===== config.mk =====
export PLATFORM = sky130hd
export DESIGN_NAME = json_string_unescape
export DESIGN_NICKNAME = d
export VERILOG_FILES = /design/src/jsu_pkg.sv /design/src/json_string_unescape.sv /design/src/jsu_decode.sv /design/src/jsu_result_buf.sv
export SDC_FILE = /design/constraint.sdc
export NUM_CORES = 1
export LEC_CHECK = 0
export ABC_AREA = 1
export BUFFER_PORTS_ARGS = -buffer_cell sky130_fd_sc_hd__buf_2
export CAP_MARGIN = 20
export CORE_AREA = 10 10 97 99
export CTS_BUF_LIST = sky130_fd_sc_hd__clkbuf_8
export DETAILED_ROUTE_END_ITERATION = 10
export DIE_AREA = 0 0 107 109
export PLACE_DENSITY = 0.75
export SYNTH_ARGS = -nofsm -noshare
export SYNTH_HDL_FRONTEND = slang
export SYNTH_SLANG_ARGS = --single-unit

===== constraint.sdc =====
create_clock -name clk -period 7.5 [get_ports clk]
set_input_delay 2.25 -clock clk [delete_from_list [all_inputs] [get_ports clk]]
set_output_delay 2.25 -clock clk [all_outputs]
set_load 0.01 [all_outputs]

===== src/jsu_pkg.sv =====
// jsu_pkg: shared types, error codes and character constants for the
// json string unescape block. Used by every module under src.
package jsu_pkg;

    // error codes carried in error_code
    localparam logic [2:0] ERR_NONE       = 3'd0;
    localparam logic [2:0] ERR_NO_OPEN    = 3'd1;
    localparam logic [2:0] ERR_UNTERM     = 3'd2;
    localparam logic [2:0] ERR_END_ESC    = 3'd3;
    localparam logic [2:0] ERR_END_UNI    = 3'd4;
    localparam logic [2:0] ERR_BAD_HEX    = 3'd5;
    localparam logic [2:0] ERR_BAD_ESC    = 3'd6;

    // characters
    localparam logic [7:0] CH_QUOTE     = 8'h22;
    localparam logic [7:0] CH_BACKSLASH = 8'h5C;
    localparam logic [7:0] CH_SLASH     = 8'h2F;
    localparam logic [7:0] CH_B         = 8'h62;
    localparam logic [7:0] CH_F         = 8'h66;
    localparam logic [7:0] CH_N         = 8'h6E;
    localparam logic [7:0] CH_R         = 8'h72;
    localparam logic [7:0] CH_T         = 8'h74;
    localparam logic [7:0] CH_U         = 8'h75;
    localparam logic [7:0] CH_BS_CTRL   = 8'h08;
    localparam logic [7:0] CH_FF_CTRL   = 8'h0C;
    localparam logic [7:0] CH_LF_CTRL   = 8'h0A;
    localparam logic [7:0] CH_CR_CTRL   = 8'h0D;
    localparam logic [7:0] CH_TAB_CTRL  = 8'h09;

    // utf-8 encoding constants
    localparam logic [15:0] UTF_MAX1  = 16'h007F;
    localparam logic [15:0] UTF_MAX2  = 16'h07FF;
    localparam logic [7:0]  UTF_LEAD2 = 8'hC0;
    localparam logic [7:0]  UTF_LEAD3 = 8'hE0;
    localparam logic [7:0]  UTF_CONT  = 8'h80;
    localparam logic [7:0]  UTF_MASK6 = 8'h3F;

    localparam int MAX_RESULTS = 3;

    typedef struct packed {
        logic [7:0] in_byte;
        logic       end_of_input;
    } in_t;

    typedef struct packed {
        logic [7:0] out_byte;
        logic       has_byte;
        logic       last;
        logic       string_done;
        logic [2:0] error_code;
    } out_t;

    // results produced by one input transaction
    typedef struct packed {
        logic [1:0]                   count;
        out_t [MAX_RESULTS-1:0]       res;
    } step_t;

    // returns {is_hex, value}
    function automatic logic [4:0] hex_digit(input logic [7:0] c);
        logic [4:0] r;
        r = 5'd0;
        if (c >= 8'h30 && c <= 8'h39)
        begin
            r = {1'b1, 4'(c - 8'h30)};
        end
        else if (c >= 8'h61 && c <= 8'h66)
        begin
            r = {1'b1, 4'(c - 8'h57)};
        end
        else if (c >= 8'h41 && c <= 8'h46)
        begin
            r = {1'b1, 4'(c - 8'h37)};
        end
        return r;
    endfunction

    function automatic out_t mk_res(input logic [7:0] b, input logic hb,
                                    input logic done, input logic [2:0] err);
        out_t r;
        r.out_byte    = b;
        r.has_byte    = hb;
        r.last        = 1'b0;
        r.string_done = done;
        r.error_code  = err;
        return r;
    endfunction

endpackage


===== src/json_string_unescape.sv =====
// json_string_unescape: top level, input register feeding the decoder and
// the result buffer. Depends on jsu_pkg, jsu_decode, jsu_result_buf.
//
//  channel | signals                     | payload
//  --------+-----------------------------+------------------------------
//  input   | in_valid, in_stall, in_data | in_byte, end_of_input
//  output  | out_valid, out_stall, out_data | out_byte, has_byte, last,
//          |                             | string_done, error_code
//
// one byte per cycle unless in_stall is high; a result passes through the input
// register and the result buffer; a \u escape that yields 2 or 3 utf-8 bytes
// holds the input while the result buffer drains, one result per cycle unless stalled
// reset puts the parser back to waiting for an opening quote
// out_stall propagates combinationally to in_stall through the buffer
module json_string_unescape (
    input  logic          clk,
    input  logic          rst_n,
    input  logic          in_valid,
    output logic          in_stall,
    input  jsu_pkg::in_t  in_data,
    output logic          out_valid,
    input  logic          out_stall,
    output jsu_pkg::out_t out_data
);

    logic           item_valid_reg;
    jsu_pkg::in_t   item_reg;
    logic           can_load;
    logic           move;
    jsu_pkg::step_t step_data;

    assign move     = item_valid_reg && can_load;
    assign in_stall = item_valid_reg && !can_load;

    always_ff @(posedge clk or negedge rst_n)
    begin
        if (!rst_n)
        begin
            item_valid_reg <= 1'b0;
        end
        else if (!in_stall)
        begin
            item_valid_reg <= in_valid;
        end
    end

    always_ff @(posedge clk)
    begin
        if (in_valid && !in_stall)
        begin
            item_reg <= in_data;
        end
    end

    jsu_decode u_decode (
        .clk    (clk),
        .rst_n  (rst_n),
        .step   (move),
        .item   (item_reg),
        .result (step_data)
    );

    jsu_result_buf u_result_buf (
        .clk       (clk),
        .rst_n     (rst_n),
        .load      (move),
        .step_data (step_data),
        .can_load  (can_load),
        .valid     (out_valid),
        .stall     (out_stall),
        .data      (out_data)
    );

    // a multi-byte sequence continues on the next cycle
    a_burst_continues: assert property (@(posedge clk) disable iff (!rst_n)
        out_valid && !out_stall && !out_data.last |=> out_valid)
        else $error("result burst broken before last");

    // byte results never carry done or error
    a_byte_clean: assert property (@(posedge clk) disable iff (!rst_n)
        out_valid && out_data.has_byte |->
            !out_data.string_done && out_data.error_code == jsu_pkg::ERR_NONE)
        else $error("byte result carries status");

    // input only held back while the input register is occupied
    a_stall_reason: assert property (@(posedge clk) disable iff (!rst_n)
        in_stall |-> item_valid_reg && out_valid)
        else $error("input stalled without pending work");

endmodule


===== src/jsu_decode.sv =====
// jsu_decode: string parsing state machine and per-byte decode logic.
// Produces up to three results for each byte it is stepped with.
// Depends on jsu_pkg.
module jsu_decode (
    input  logic          clk,
    input  logic          rst_n,
    input  logic          step,
    input  jsu_pkg::in_t  item,
    output jsu_pkg::step_t result
);

    typedef enum logic [1:0] {
        PH_WAIT    = 2'd0,
        PH_STRING  = 2'd1,
        PH_ESCAPE  = 2'd2,
        PH_UNICODE = 2'd3
    } phase_t;

    phase_t      phase_reg, phase_next;
    logic [1:0]  hex_count_reg, hex_count_next;
    logic [15:0] hex_value_reg, hex_value_next;
    logic        hex_run_ended_reg, hex_run_ended_next;
    logic        hex_first_bad_reg, hex_first_bad_next;

    logic [4:0]  hd;
    logic [15:0] cp;
    logic        first_bad;
    jsu_pkg::step_t st;

    always_comb
    begin
        phase_next         = phase_reg;
        hex_count_next     = hex_count_reg;
        hex_value_next     = hex_value_reg;
        hex_run_ended_next = hex_run_ended_reg;
        hex_first_bad_next = hex_first_bad_reg;
        st                 = '0;
        hd                 = jsu_pkg::hex_digit(item.in_byte);
        cp                 = hex_value_reg;
        first_bad          = hex_first_bad_reg;

        if (item.end_of_input)
        begin
            st.count  = 2'd1;
            phase_next = PH_WAIT;
            unique case (phase_reg)
                PH_WAIT:    st.res[0] = jsu_pkg::mk_res('0, 1'b0, 1'b0, jsu_pkg::ERR_NO_OPEN);
                PH_STRING:  st.res[0] = jsu_pkg::mk_res('0, 1'b0, 1'b0, jsu_pkg::ERR_UNTERM);
                PH_ESCAPE:  st.res[0] = jsu_pkg::mk_res('0, 1'b0, 1'b0, jsu_pkg::ERR_END_ESC);
                PH_UNICODE: st.res[0] = jsu_pkg::mk_res('0, 1'b0, 1'b0, jsu_pkg::ERR_END_UNI);
                default:    st.res[0] = jsu_pkg::mk_res('0, 1'b0, 1'b0, jsu_pkg::ERR_END_UNI);
            endcase
        end
        else
        begin
            unique case (phase_reg)
                PH_WAIT:
                begin
                    if (item.in_byte == jsu_pkg::CH_QUOTE)
                    begin
                        phase_next = PH_STRING;
                    end
                    else
                    begin
                        st.count  = 2'd1;
                        st.res[0] = jsu_pkg::mk_res('0, 1'b0, 1'b0, jsu_pkg::ERR_NO_OPEN);
                    end
                end
                PH_STRING:
                begin
                    if (item.in_byte == jsu_pkg::CH_QUOTE)
                    begin
                        phase_next = PH_WAIT;
                        st.count   = 2'd1;
                        st.res[0]  = jsu_pkg::mk_res('0, 1'b0, 1'b1, jsu_pkg::ERR_NONE);
                    end
                    else if (item.in_byte == jsu_pkg::CH_BACKSLASH)
                    begin
                        phase_next = PH_ESCAPE;
                    end
                    else
                    begin
                        st.count  = 2'd1;
                        st.res[0] = jsu_pkg::mk_res(item.in_byte, 1'b1, 1'b0,
                                                    jsu_pkg::ERR_NONE);
                    end
                end
                PH_ESCAPE:
                begin
                    st.count   = 2'd1;
                    phase_next = PH_STRING;
                    case (item.in_byte)
                        jsu_pkg::CH_QUOTE, jsu_pkg::CH_BACKSLASH, jsu_pkg::CH_SLASH:
                            st.res[0] = jsu_pkg::mk_res(item.in_byte, 1'b1, 1'b0,
                                                        jsu_pkg::ERR_NONE);
                        jsu_pkg::CH_B:
                            st.res[0] = jsu_pkg::mk_res(jsu_pkg::CH_BS_CTRL, 1'b1, 1'b0,
                                                        jsu_pkg::ERR_NONE);
                        jsu_pkg::CH_F:
                            st.res[0] = jsu_pkg::mk_res(jsu_pkg::CH_FF_CTRL, 1'b1, 1'b0,
                                                        jsu_pkg::ERR_NONE);
                        jsu_pkg::CH_N:
                            st.res[0] = jsu_pkg::mk_res(jsu_pkg::CH_LF_CTRL, 1'b1, 1'b0,
                                                        jsu_pkg::ERR_NONE);
                        jsu_pkg::CH_R:
                            st.res[0] = jsu_pkg::mk_res(jsu_pkg::CH_CR_CTRL, 1'b1, 1'b0,
                                                        jsu_pkg::ERR_NONE);
                        jsu_pkg::CH_T:
                            st.res[0] = jsu_pkg::mk_res(jsu_pkg::CH_TAB_CTRL, 1'b1, 1'b0,
                                                        jsu_pkg::ERR_NONE);
                        jsu_pkg::CH_U:
                        begin
                            st.count           = 2'd0;
                            phase_next         = PH_UNICODE;
                            hex_count_next     = 2'd0;
                            hex_value_next     = 16'd0;
                            hex_run_ended_next = 1'b0;
                            hex_first_bad_next = 1'b0;
                        end
                        default:
                        begin
                            phase_next = PH_WAIT;
                            st.res[0]  = jsu_pkg::mk_res('0, 1'b0, 1'b0,
                                                         jsu_pkg::ERR_BAD_ESC);
                        end
                    endcase
                end
                PH_UNICODE:
                begin
                    // leading run of hex digits builds the code unit
                    if (!hex_run_ended_reg && hd[4])
                    begin
                        cp = {hex_value_reg[11:0], hd[3:0]};
                    end
                    else
                    begin
                        hex_run_ended_next = 1'b1;
                        if (hex_count_reg == 2'd0)
                        begin
                            first_bad = 1'b1;
                        end
                    end
                    hex_value_next     = cp;
                    hex_first_bad_next = first_bad;
                    if (hex_count_reg != 2'd3)
                    begin
                        hex_count_next = hex_count_reg + 2'd1;
                    end
                    else if (first_bad)
                    begin
                        phase_next = PH_WAIT;
                        st.count   = 2'd1;
                        st.res[0]  = jsu_pkg::mk_res('0, 1'b0, 1'b0, jsu_pkg::ERR_BAD_HEX);
                    end
                    else
                    begin
                        phase_next = PH_STRING;
                        if (cp <= jsu_pkg::UTF_MAX1)
                        begin
                            st.count  = 2'd1;
                            st.res[0] = jsu_pkg::mk_res(cp[7:0], 1'b1, 1'b0,
                                                        jsu_pkg::ERR_NONE);
                        end
                        else if (cp <= jsu_pkg::UTF_MAX2)
                        begin
                            st.count  = 2'd2;
                            st.res[0] = jsu_pkg::mk_res(jsu_pkg::UTF_LEAD2 | {3'd0, cp[10:6]},
                                                        1'b1, 1'b0, jsu_pkg::ERR_NONE);
                            st.res[1] = jsu_pkg::mk_res(jsu_pkg::UTF_CONT |
                                                        ({2'd0, cp[5:0]} & jsu_pkg::UTF_MASK6),
                                                        1'b1, 1'b0, jsu_pkg::ERR_NONE);
                        end
                        else
                        begin
                            st.count  = 2'd3;
                            st.res[0] = jsu_pkg::mk_res(jsu_pkg::UTF_LEAD3 | {4'd0, cp[15:12]},
                                                        1'b1, 1'b0, jsu_pkg::ERR_NONE);
                            st.res[1] = jsu_pkg::mk_res(jsu_pkg::UTF_CONT |
                                                        ({2'd0, cp[11:6]} & jsu_pkg::UTF_MASK6),
                                                        1'b1, 1'b0, jsu_pkg::ERR_NONE);
                            st.res[2] = jsu_pkg::mk_res(jsu_pkg::UTF_CONT |
                                                        ({2'd0, cp[5:0]} & jsu_pkg::UTF_MASK6),
                                                        1'b1, 1'b0, jsu_pkg::ERR_NONE);
                        end
                    end
                end
                default:
                begin
                    phase_next = PH_WAIT;
                end
            endcase
        end

        // any return to string or wait leaves the unicode state clear
        if (phase_next != PH_UNICODE)
        begin
            hex_count_next     = 2'd0;
            hex_value_next     = 16'd0;
            hex_run_ended_next = 1'b0;
            hex_first_bad_next = 1'b0;
        end

        for (int i = 0; i < jsu_pkg::MAX_RESULTS; i++)
        begin
            st.res[i].last = (st.count == 2'(i + 1));
        end
    end

    assign result = st;

    always_ff @(posedge clk or negedge rst_n)
    begin
        if (!rst_n)
        begin
            phase_reg         <= PH_WAIT;
            hex_count_reg     <= 2'd0;
            hex_value_reg     <= 16'd0;
            hex_run_ended_reg <= 1'b0;
            hex_first_bad_reg <= 1'b0;
        end
        else if (step)
        begin
            phase_reg         <= phase_next;
            hex_count_reg     <= hex_count_next;
            hex_value_reg     <= hex_value_next;
            hex_run_ended_reg <= hex_run_ended_next;
            hex_first_bad_reg <= hex_first_bad_next;
        end
    end

endmodule


===== src/jsu_result_buf.sv =====
// jsu_result_buf: holds the results of one decoded transaction and hands
// them out one per cycle unless stalled on the output channel. Depends on jsu_pkg.
module jsu_result_buf (
    input  logic           clk,
    input  logic           rst_n,
    input  logic           load,
    input  jsu_pkg::step_t step_data,
    output logic           can_load,
    output logic           valid,
    input  logic           stall,
    output jsu_pkg::out_t  data
);

    jsu_pkg::out_t [jsu_pkg::MAX_RESULTS-1:0] res_reg;
    logic [1:0] left_reg;
    logic [1:0] idx_reg;
    logic       pop;

    assign valid    = (left_reg != 2'd0);
    assign pop      = valid && !stall;
    // reload when empty or once the last held result leaves this cycle
    assign can_load = (left_reg == 2'd0) || (left_reg == 2'd1 && pop);
    assign data     = res_reg[idx_reg];

    always_ff @(posedge clk or negedge rst_n)
    begin
        if (!rst_n)
        begin
            left_reg <= 2'd0;
            idx_reg  <= 2'd0;
        end
        else if (load)
        begin
            left_reg <= step_data.count;
            idx_reg  <= 2'd0;
        end
        else if (pop)
        begin
            left_reg <= left_reg - 2'd1;
            idx_reg  <= idx_reg + 2'd1;
        end
    end

    always_ff @(posedge clk)
    begin
        if (load)
        begin
            res_reg <= step_data.res;
        end
    end

endmodule


==> flow_summary.json, run 1 <==
{
  "synth-seq-area-share": 0.4565,
  "synth_compound_area_frac": 0.09867,
  "cp.arrival_ps": 3150,
  "synth_xor_area_frac": 0.002165,
  "grtUsageTotal": 0.1726,
  "fin_nets": 569,
  "areaGrowthSynthToFinish_pct": 11.85,
  "clock_latency_ps": 350,
  "gr-total-overflow": 0,
  "power_density_mw_per_mm2": 351.4,
  "place_inst": 633,
  "p_leak_nw": 2.069,
  "synthAdderAreaFrac": 0.04330,
  "wl_mm": 9.409,
  "place_congestion": 0.9376,
  "dpl_cell_area_mm2": 0.004249,
  "relSlewSlack": 0.3249,
  "synth_top_family_by_area": "simple AND/OR/NAND/NOR gates",
  "max_slew.worst_pin.slew_ps": 1010,
  "cts_buffer_depth": 2,
  "synth_cell_types": 39,
  "synth_nets": 540,
  "critPathKind": "input port to primary output",
  "hold_slack_ps": 491.1,
  "hold_violations": 0,
  "netlist_instances": 513,
  "hold_buffers": 0,
  "grt_start_max_net_pins": 40,
  "fillers": 729,
  "vias_per_cell": 5.381,
  "yosysTopAreaCell": "edfxtp_1",
  "synth.top_cells.by_count": "nand2_1, inv_1, nor2_1, nand3_1, edfxtp_1",
  "fp.dieW_um": 107,
  "fmax_mhz": 185.2,
  "cts_buffers": 9,
  "synthFlopType": "edfxtp_1",
  "port_buffers": 28,
  "cts_tree": "done",
  "ys_ff_latch": 66,
  "ant_nets": 0,
  "cp-end-kind": "primary output",
  "drt-pass1-iter-count": 5,
  "ir_drop_uv": 147.8,
  "cp.required_ps": 5250,
  "largest_register_ffs": 30,
  "drc": 0,
  "drive_gt1_frac": 0.1371,
  "synth_area_leaders": "edfxtp_1, dfrtp_1, nand2_1, nand3_1, inv_1",
  "antenna_cells": 0,
  "fin_area_mm2": 0.004524,
  "async_reset_ff_frac": 0.4091,
  "cts_root_buf": "clkbuf_8",
  "power_mw": 1.590,
  "num_io_pins": 29,
  "synth_edf_count": 39,
  "setup_viol": 0,
  "clk_pin_slew_ps": 80,
  "crit_fanout": 6,
  "first_global_vias": 3443,
  "drv_cap": 0,
  "rows": 32,
  "maxSlewViolCount": 0,
  "startpoint_type": "input port",
  "status": "completed",
  "die-area_mm2": 0.01166,
  "yosys_warnings": 0,
  "synth_area_mm2": 0.004045,
  "post_drt_wl_per_cell_um": 14.50,
  "synth_simple_gate_area_frac": 0.3198,
  "htree_levels": 3,
  "cts_resized": 0,
  "period_needed_ps": 5399,
  "initial_utilization": 0.5374,
  "fin_crit_sh": 0.7199,
  "hold_path_class": "flop to flop",
  "fin_ws_ps": 2101,
  "place_ws_ps": 2110,
  "skew_ps": 9.220,
  "grt_pass1_wl_mm": 16.33,
  "num_vias": 3492,
  "setup_tns_ps": 0,
  "clock-sinks": 66,
  "drtIter0Drc": 218,
  "hpwl_mm": 6.863,
  "fp.dieH_um": 109,
  "fin_cells": 649,
  "rsz0062_at_grt": "no",
  "antenna_found_initial": 0,
  "yosys.area.top_type_share": 0.2895,
  "post_cts_buffers": 0,
  "core-area_mm2": 0.007527,
  "avgSynthCellArea_um2": 7.885,
  "final_core_util": 0.6011,
  "synth_most_common_cell": "nand2_1",
  "synth_mux_area_frac": 0
}
## routing by layer
metal  vias up  GRT usage  wire length, um
li1       1741          -                -
met1      1609     0.2148             4176
met2       118     0.2823             4490
met3        24    0.03717              532
met4         0    0.07930              210
met5         -          0                0
## placed cells by master (no fill, tap or decap), types with 3 or more instances in the layout
cell type,synthesis,layout
buf_2,4,28
nor3_1,3,3
o21ai_1,13,13
bufinv_16,0,4
inv_1,61,61
nand2_1,144,144
nand3b_1,5,5
inv_2,4,4
clkbuf_8,0,10
dfrtp_1,27,27
nand3_1,46,46
nand2_2,9,9
ha_1,14,14
o21ai_0,24,24
nand3_2,4,4
nand4_1,8,8
nor2_4,3,3
a21oi_1,24,24
edfxtp_1,39,39
nor2_1,52,51
## critical path: stages
cell and delay [ps]:
buf_2 100, nor2_1 290, a21oi_1 190, nand2_1 140, inv_1 40, buf_2 130
## power by group
part / total, mW / internal (mW) / switching (mW)
registers: 0.552 / 0.499 / 0.0528
logic: 0.628 / 0.187 / 0.441
clock network: 0.410 / 0.265 / 0.145
total: 1.59 / 0.951 / 0.639
## cell type report
cell class	count	area, um^2	area share
Tap cell	102	127.6	0.02821
Multi-Input combinational cell	370	1879	0.4154
Clock inverter	6	137.6	0.03042
Inverter	66	247.7	0.05476
Timing Repair Buffer	29	147.6	0.03263
Sequential cell	66	1847	0.4082
Clock buffer	10	137.6	0.03042
## logic make-up (layout without fill, tap and decap cells)
group / Yosys count / count (layout)
and+or+nand+nor: 282 / 282
DFF: 66 / 66
adders and majority gates: 14 / 14
buffers and inverters: 77 / 111
xor gates and xnor gates: 1 / 1
AOI/OAI and AO/OA: 73 / 73
## path summary, 6_finish.rpt
kind                                                             start                                      to  slack, ps  cells past startpoint
worst max-delay path                                         out_stall                                in_stall       2100                      6
min in group asynchronous                                        rst_n  u_decode.hex_run_ended_reg$_DFFE_PN0P_       1930                      1
worst min register to register  u_decode.hex_value_reg[13]$_DFFE_PN0P_  u_decode.hex_value_reg[13]$_DFFE_PN0P_        490                      2
worst max register to register                   item_reg[2]$_DFFE_PP_  u_decode.hex_value_reg[14]$_DFFE_PN0P_       4060                     17
worst min-delay path            u_decode.hex_value_reg[13]$_DFFE_PN0P_  u_decode.hex_value_reg[13]$_DFFE_PN0P_        490                      2
max in group asynchronous                                        rst_n       u_decode.phase_reg[0]$_DFFE_PN0P_       5120                      1
(Power assumes the default switching activity.)
==> inputs of run 2 (changes only) <==
--- a/config.mk
+++ b/config.mk
@@ -5,14 +5,14 @@
 export SDC_FILE = /design/constraint.sdc
 export NUM_CORES = 1
 export LEC_CHECK = 0
-export ABC_AREA = 1
+export ABC_AREA = 0
 export BUFFER_PORTS_ARGS = -buffer_cell sky130_fd_sc_hd__buf_2
 export CAP_MARGIN = 20
 export CORE_AREA = 10 10 97 99
 export CTS_BUF_LIST = sky130_fd_sc_hd__clkbuf_8
 export DETAILED_ROUTE_END_ITERATION = 10
 export DIE_AREA = 0 0 107 109
-export PLACE_DENSITY = 0.75
+export PLACE_DENSITY = 0.77
 export SYNTH_ARGS = -nofsm -noshare
 export SYNTH_HDL_FRONTEND = slang
 export SYNTH_SLANG_ARGS = --single-unit
==> constraint.sdc (replaced) <==
create_clock -name clk -period 4.9 [get_ports clk]
set_input_delay 1.47 -clock clk [delete_from_list [all_inputs] [get_ports clk]]
set_output_delay 1.47 -clock clk [all_outputs]
set_load 0.01 [all_outputs]
==> run 2 against run 1 <==
Compared with the run above:
- setup slack got worse by 850 ps
- flip-flop and latch count stayed put
- core utilization decreased by 1.7 points
- cell area is 2.9% lower
- combinational power rose by 37%
- critical path depth unchanged
- clock skew fell by 0.98 ps
- synthesized cell count fell by 22%
- area after synthesis is 0.31% lower
- routed wire length shrank 1.8%
- global-route usage is 0.80 points lower
- sequential share of layout area grew 1.2 points
- largest cell class unchanged
==> flow_summary.json, run 2 <==
{
  "status": "completed",
  "most-common-layout-cells": "nand2_1, edfxtp_1, buf_2, dfrtp_1, nor2_1",
  "clock_latency_ps": 350,
  "fillers": 674,
  "cp.required_ps": 3430,
  "synth_top_family_by_area": "compound AO/OA/AOI/OAI gates",
  "antenna_found_initial": 0,
  "fin_nets": 449,
  "drv_cap": 0,
  "synth_nets": 425,
  "maxSlewViolCount": 0,
  "ir_drop_uv": 224.5,
  "synthFlopType": "edfxtp_1",
  "topRoutingLayerUsed": "met4",
  "p_switching_mw": 0.8556,
  "avgSynthCellArea_um2": 10.13,
  "drtIter0Drc": 292,
  "synth_mux_area_frac": 0.05150,
  "hold_buffers": 0,
  "synth_edf_count": 39,
  "cts_root_buf": "clkbuf_8",
  "fp.dieH_um": 109,
  "fmax_mhz": 274.2,
  "synth_area_mm2": 0.004033,
  "synth_compound_area_frac": 0.2116,
  "fin_cells": 529,
  "cp-end-kind": "primary output",
  "power_mw": 2.132,
  "period_needed_ps": 3646,
  "synth.top_cells.by_count": "nand2_1, edfxtp_1, dfrtp_1, nor2_1, a21oi_1",
  "cts_buffer_depth": 2,
  "yosys.area.top_type_share": 0.2904,
  "power_frac_clock": 0.178,
  "fin_crit_sh": 0.7442,
  "max_slew.worst_pin.slew_ps": 729.7,
  "synth_xor_area_frac": 0.006516,
  "yosys_warnings": 0,
  "synth_cell_types": 70,
  "grt_start_max_net_pins": 43,
  "combPwrFrac": 0.403,
  "rows": 32,
  "areaGrowthSynthToFinish_pct": 8.936,
  "core-area_mm2": 0.007527,
  "fin_area_mm2": 0.004393,
  "fp.dieW_um": 107,
  "synth_most_common_cell": "nand2_1",
  "cts_resized": 0,
  "initial_utilization": 0.5357,
  "post_cts_buffers": 0,
  "port_buffers": 28,
  "multi_input_area_mm2": 0.002047,
  "cts_tree": "done",
  "clk_pin_slew_ps": 60,
  "ant_nets": 0,
  "hold_violations": 0,
  "p_int_mw": 1.277,
  "wl_met2_mm": 4.271,
  "num_vias": 3216,
  "async_reset_ff_frac": 0.4091,
  "gr-total-overflow": 0,
  "cts_buffers": 9,
  "final_common_cell": "nand2_1",
  "ys_ff_latch": 66,
  "p_leak_nw": 1.733,
  "crit_fanout": 3,
  "synth_area_leaders": "edfxtp_1, dfrtp_1, nand2_1, ha_1, mux2i_1",
  "dpl_cell_area_mm2": 0.004233,
  "power_density_mw_per_mm2": 485.4,
  "vias_per_cell": 6.079,
  "first_global_vias": 3002,
  "netlist_instances": 398,
  "rsz0062_at_grt": "no",
  "setup_viol": 0,
  "setup_tns_ps": 0,
  "seq_power_share": 0.419,
  "final_core_util": 0.5836,
  "largest_register_ffs": 30,
  "wl_mm": 9.236,
  "synth_simple_gate_area_frac": 0.1945,
  "drt-met1-wl_mm": 4.213,
  "clock-sinks": 66,
  "drt-pass1-iter-count": 4,
  "cp.arrival_ps": 2180,
  "hold_path_class": "flop to flop",
  "yosysTopAreaCell": "edfxtp_1",
  "place_inst": 513,
  "grt_pass1_wl_mm": 15.35,
  "post_drt_wl_per_cell_um": 17.46,
  "skew_ps": 8.237,
  "startpoint_type": "input port",
  "seq_area_mm2": 0.001847,
  "critPathKind": "input port to primary output",
  "grtUsageTotal": 0.1646,
  "synth-seq-area-share": 0.4580,
  "synthAdderAreaFrac": 0.04344,
  "drive_gt1_frac": 0.1499,
  "hpwl_mm": 6.783,
  "drc": 0,
  "relSlewSlack": 0.5093,
  "place_congestion": 0.8956,
  "die-area_mm2": 0.01166,
  "swShare": 0.4013,
  "num_io_pins": 29,
  "antenna_cells": 0,
  "htree_levels": 3,
  "dr_wl_met3_um": 530
}
run 2: worst paths after layout:
kind / from / end / slack (ps) / depth (start not counted)
min in group asynchronous: rst_n / item_valid_reg$_DFFE_PN0N_ / 1130 / 1
max in group asynchronous: rst_n / u_decode.hex_value_reg[1]$_DFFE_PN0P_ / 3350 / 1
max reg2reg: item_reg[2]$_DFFE_PP_ / u_result_buf.res_reg[4]$_DFFE_PP_ / 1680 / 9
max: out_stall / in_stall / 1250 / 6
min: u_decode.hex_value_reg[2]$_DFFE_PN0P_ / u_decode.hex_value_reg[2]$_DFFE_PN0P_ / 520 / 1
min reg2reg: u_decode.hex_value_reg[2]$_DFFE_PN0P_ / u_decode.hex_value_reg[2]$_DFFE_PN0P_ / 520 / 1
run 2: layout make-up:
cell class | count | share of cell area
clock buffer | 9 | 0.02820
clock inverter | 7 | 0.008260
inverter | 17 | 0.01453
multi-input combinational | 299 | 0.4660
sequential | 66 | 0.4204
tap | 102 | 0.02905
timing repair buffer | 29 | 0.03361
run 2: logic make-up (layout without fill, tap and decap cells):
kind of cell               Yosys count  count (layout)
muxes                               20              20
and+or+nand+nor                    146             146
AOI/OAI and AO/OA                  116             116
adders and majority gates           14              14
DFF                                 66              66
buffers and inverters               33              62
xor gates and xnor gates             3               3
run 2: power groups by stage:
stage               Clock, mW  Combinational, mW  Sequential (mW)
finish                  0.379              0.859            0.894
global route            0.411              0.962            0.914
CTS                     0.387              0.860            0.893
detailed placement          0              0.856            0.905
global placement            0              0.831            0.897
floorplan                   0              0.654            0.841
run 2: layer usage:
metal,vias up,GRT usage
met5,-,0
met4,0,0.08414
met3,20,0.03245
met2,123,0.2599
met1,1536,0.2115
li1,1537,-
run 2: metrics by stage:
step                setup WS [ps]  hold WS [ps]
global placement             1281         506.0
global route                 1205         566.3
floorplan                    1148         477.1
CTS                          1246         524.9
detailed placement           1251         512.2
finish                       1254         521.4
run 2: worst max-delay path: stages:
cell      delay, ps
buf_2           100
nand2b_1        130
and2_1          190
nand2_1         110
inv_1            40
buf_2           130
==> inputs of run 3 (changes only) <==
--- a/config.mk
+++ b/config.mk
@@ -12,7 +12,7 @@
 export CTS_BUF_LIST = sky130_fd_sc_hd__clkbuf_8
 export DETAILED_ROUTE_END_ITERATION = 10
 export DIE_AREA = 0 0 107 109
-export PLACE_DENSITY = 0.77
+export PLACE_DENSITY = 0.74
 export SYNTH_ARGS = -nofsm -noshare
 export SYNTH_HDL_FRONTEND = slang
 export SYNTH_SLANG_ARGS = --single-unit
==> constraint.sdc (replaced) <==
create_clock -name clk -period 3.7 [get_ports clk]
set_input_delay 1.11 -clock clk [delete_from_list [all_inputs] [get_ports clk]]
set_output_delay 1.11 -clock clk [all_outputs]
set_load 0.01 [all_outputs]
==> run 3 against run 2 <==
Compared with the run above:
- non-clock buffer count up 1
- final cell count increased by 0.19%
- setup slack got worse by 730 ps
- combinational power up 33%
- sequential power is 33% higher
- clock-buffer cell count unchanged
- critical path depth rose by 2
- flip-flop and latch count is the same
- power increased by 44%
- worst hold slack gained 3.9 ps
- first-iteration DRC count shrank 36%
- clock skew is 6.4 ps higher
- highest routed layer unchanged
==> flow_summary.json, run 3 (synthesis gave the netlist of run 2 again) <==
{
  "status": "completed",
  "areaGrowthSynthToFinish_pct": 11.11,
  "fin_ws_ps": 522.8,
  "initial_utilization": 0.5357,
  "startpoint_type": "flop",
  "rows": 32,
  "hold_buffers": 0,
  "power_density_mw_per_mm2": 685.0,
  "cts_buffers": 9,
  "crit_chain": "inv_1 > ha_1 > o21ba_2 > o21ai_1 > a21o_4 > mux2i_1 > nand4_1 > nor2b_1",
  "cpPeakStageDelay_ps": 590,
  "hold_path_class": "flop to flop",
  "cts_buffer_depth": 2,
  "rsz0062_at_grt": "no",
  "largest_register_ffs": 30,
  "setup_tns_ps": 0,
  "crit_start": "item_reg[1]$_DFFE_PP_",
  "vias_per_cell": 6.119,
  "post_cts_buffers": 0,
  "drtIter0Drc": 186,
  "grt_pass1_wl_mm": 15.73,
  "fin_nets": 450,
  "htree_levels": 3,
  "cp_slowest_cell": "mux2i_1",
  "antenna_found_initial": 0,
  "crit_fanout": 23,
  "power_mw": 3.069,
  "die-area_mm2": 0.01166,
  "r2r_start": "item_reg[1]$_DFFE_PP_",
  "place_ws_ps": 571.7,
  "crit_family": "compound AO/OA/AOI/OAI gates",
  "cts_resized": 0,
  "core-area_mm2": 0.007527,
  "critPathKind": "flop to flop",
  "fin_area_mm2": 0.004481,
  "post_drt_wl_per_cell_um": 18.29,
  "hpwl_mm": 7.095,
  "setup_viol": 0,
  "cp.required_ps": 3890,
  "fin_crit_sh": 0.8587,
  "clk_pin_slew_ps": 80,
  "dpl_cell_area_mm2": 0.004240,
  "grtUsageTotal": 0.1688,
  "port_buffers": 28,
  "fillers": 651,
  "cts_tree": "done",
  "final_common_cell": "nand2_1",
  "drive_gt1_frac": 0.1589,
  "num_io_pins": 29,
  "hold_start": "u_decode.hex_value_reg[1]$_DFFE_PN0P_",
  "maxSlewViolCount": 0,
  "period_needed_ps": 3177,
  "max_slew.worst_pin.slew_ps": 724.9,
  "fp.dieW_um": 107,
  "fp.dieH_um": 109,
  "drc": 0,
  "p_leak_nw": 1.781,
  "num_vias": 3243,
  "fmax_mhz": 314.7,
  "grt_start_max_net_pins": 43,
  "drt-pass1-iter-count": 5,
  "relSlewSlack": 0.5139,
  "hold_violations": 0,
  "gr-total-overflow": 0,
  "critPathBufInv": 1,
  "most-common-layout-cells": "nand2_1, edfxtp_1, buf_2, dfrtp_1, nor2_1",
  "wl_mm": 9.692,
  "cp-end-kind": "flop",
  "first_global_vias": 3149,
  "clock_latency_ps": 350,
  "skew_ps": 14.60,
  "cp.arrival_ps": 3370,
  "ant_nets": 0,
  "drv_cap": 0,
  "hold_slack_ps": 525.3,
  "ir_drop_uv": 408.2,
  "antenna_cells": 0,
  "cts_root_buf": "clkbuf_8",
  "place_congestion": 0.8874,
  "clock-sinks": 66
}
run 3: changes by cell type in the layout (fill, tap and decap cells not counted), sizes merged:
cell	change
clkinv	-3
inv	+1
bufinv	+3
buf	+1
clkinvlp	-1
run 3: stage by stage:
step	utilization	std cells
5_1_grt	0.5952	530
3_3_place_gp	0.5633	514
2_1_floorplan	-	398
6_report	0.5952	530
3_5_place_dp	0.5633	514
4_1_cts	0.5952	530
run 3: power by group:
group	internal (mW)	switching, mW
combinational	0.430	0.712
clock	0.447	0.291
sequential	1.03	0.162
run 3: area by class of cell:
type | instances | area (um^2) | share of cell area
Timing Repair Buffer | 30 | 155.1 | 0.03463
Clock buffer | 9 | 123.9 | 0.02765
Clock inverter | 7 | 116.4 | 0.02597
Sequential cell | 66 | 1847 | 0.4122
Tap cell | 102 | 127.6 | 0.02848
Inverter | 17 | 63.81 | 0.01424
Multi-Input combinational cell | 299 | 2047 | 0.4569
run 3: worst reg2reg max path: cells and delay by family (launching register included):
family,cells,cell delay (ps)
adder cells (fa/ha/maj),1,230
AO/OA/AOI/OAI,3,920
AND/OR/NAND/NOR,2,630
flip-flops,1,480
multiplexers,1,590
buffers and inverters,1,160
run 3: path summary, 6_finish.rpt:
kind                                                     endpoint  slack (ps)  depth (start not counted)
max                        u_result_buf.res_reg[34]$_SDFFCE_PP0P_         520                          8
min                         u_decode.hex_value_reg[1]$_DFFE_PN0P_         530                          1
max reg2reg                u_result_buf.res_reg[34]$_SDFFCE_PP0P_         520                          8
min reg2reg                 u_decode.hex_value_reg[1]$_DFFE_PN0P_         530                          1
max in group asynchronous   u_decode.hex_value_reg[8]$_DFFE_PN0P_        2480                          1
min in group asynchronous  u_decode.hex_value_reg[13]$_DFFE_PN0P_         780                          1
run 3: routing by layer:
layer  wire [um]  part of all wire  vias up  global-route usage
li1            -                 -     1540                   -
met1        4313              0.45     1552              0.2150
met2        4507              0.47      135              0.2687
met4         181             0.019        0             0.05513
met3         689             0.071       16             0.05192
met5           0                 0        -                   0
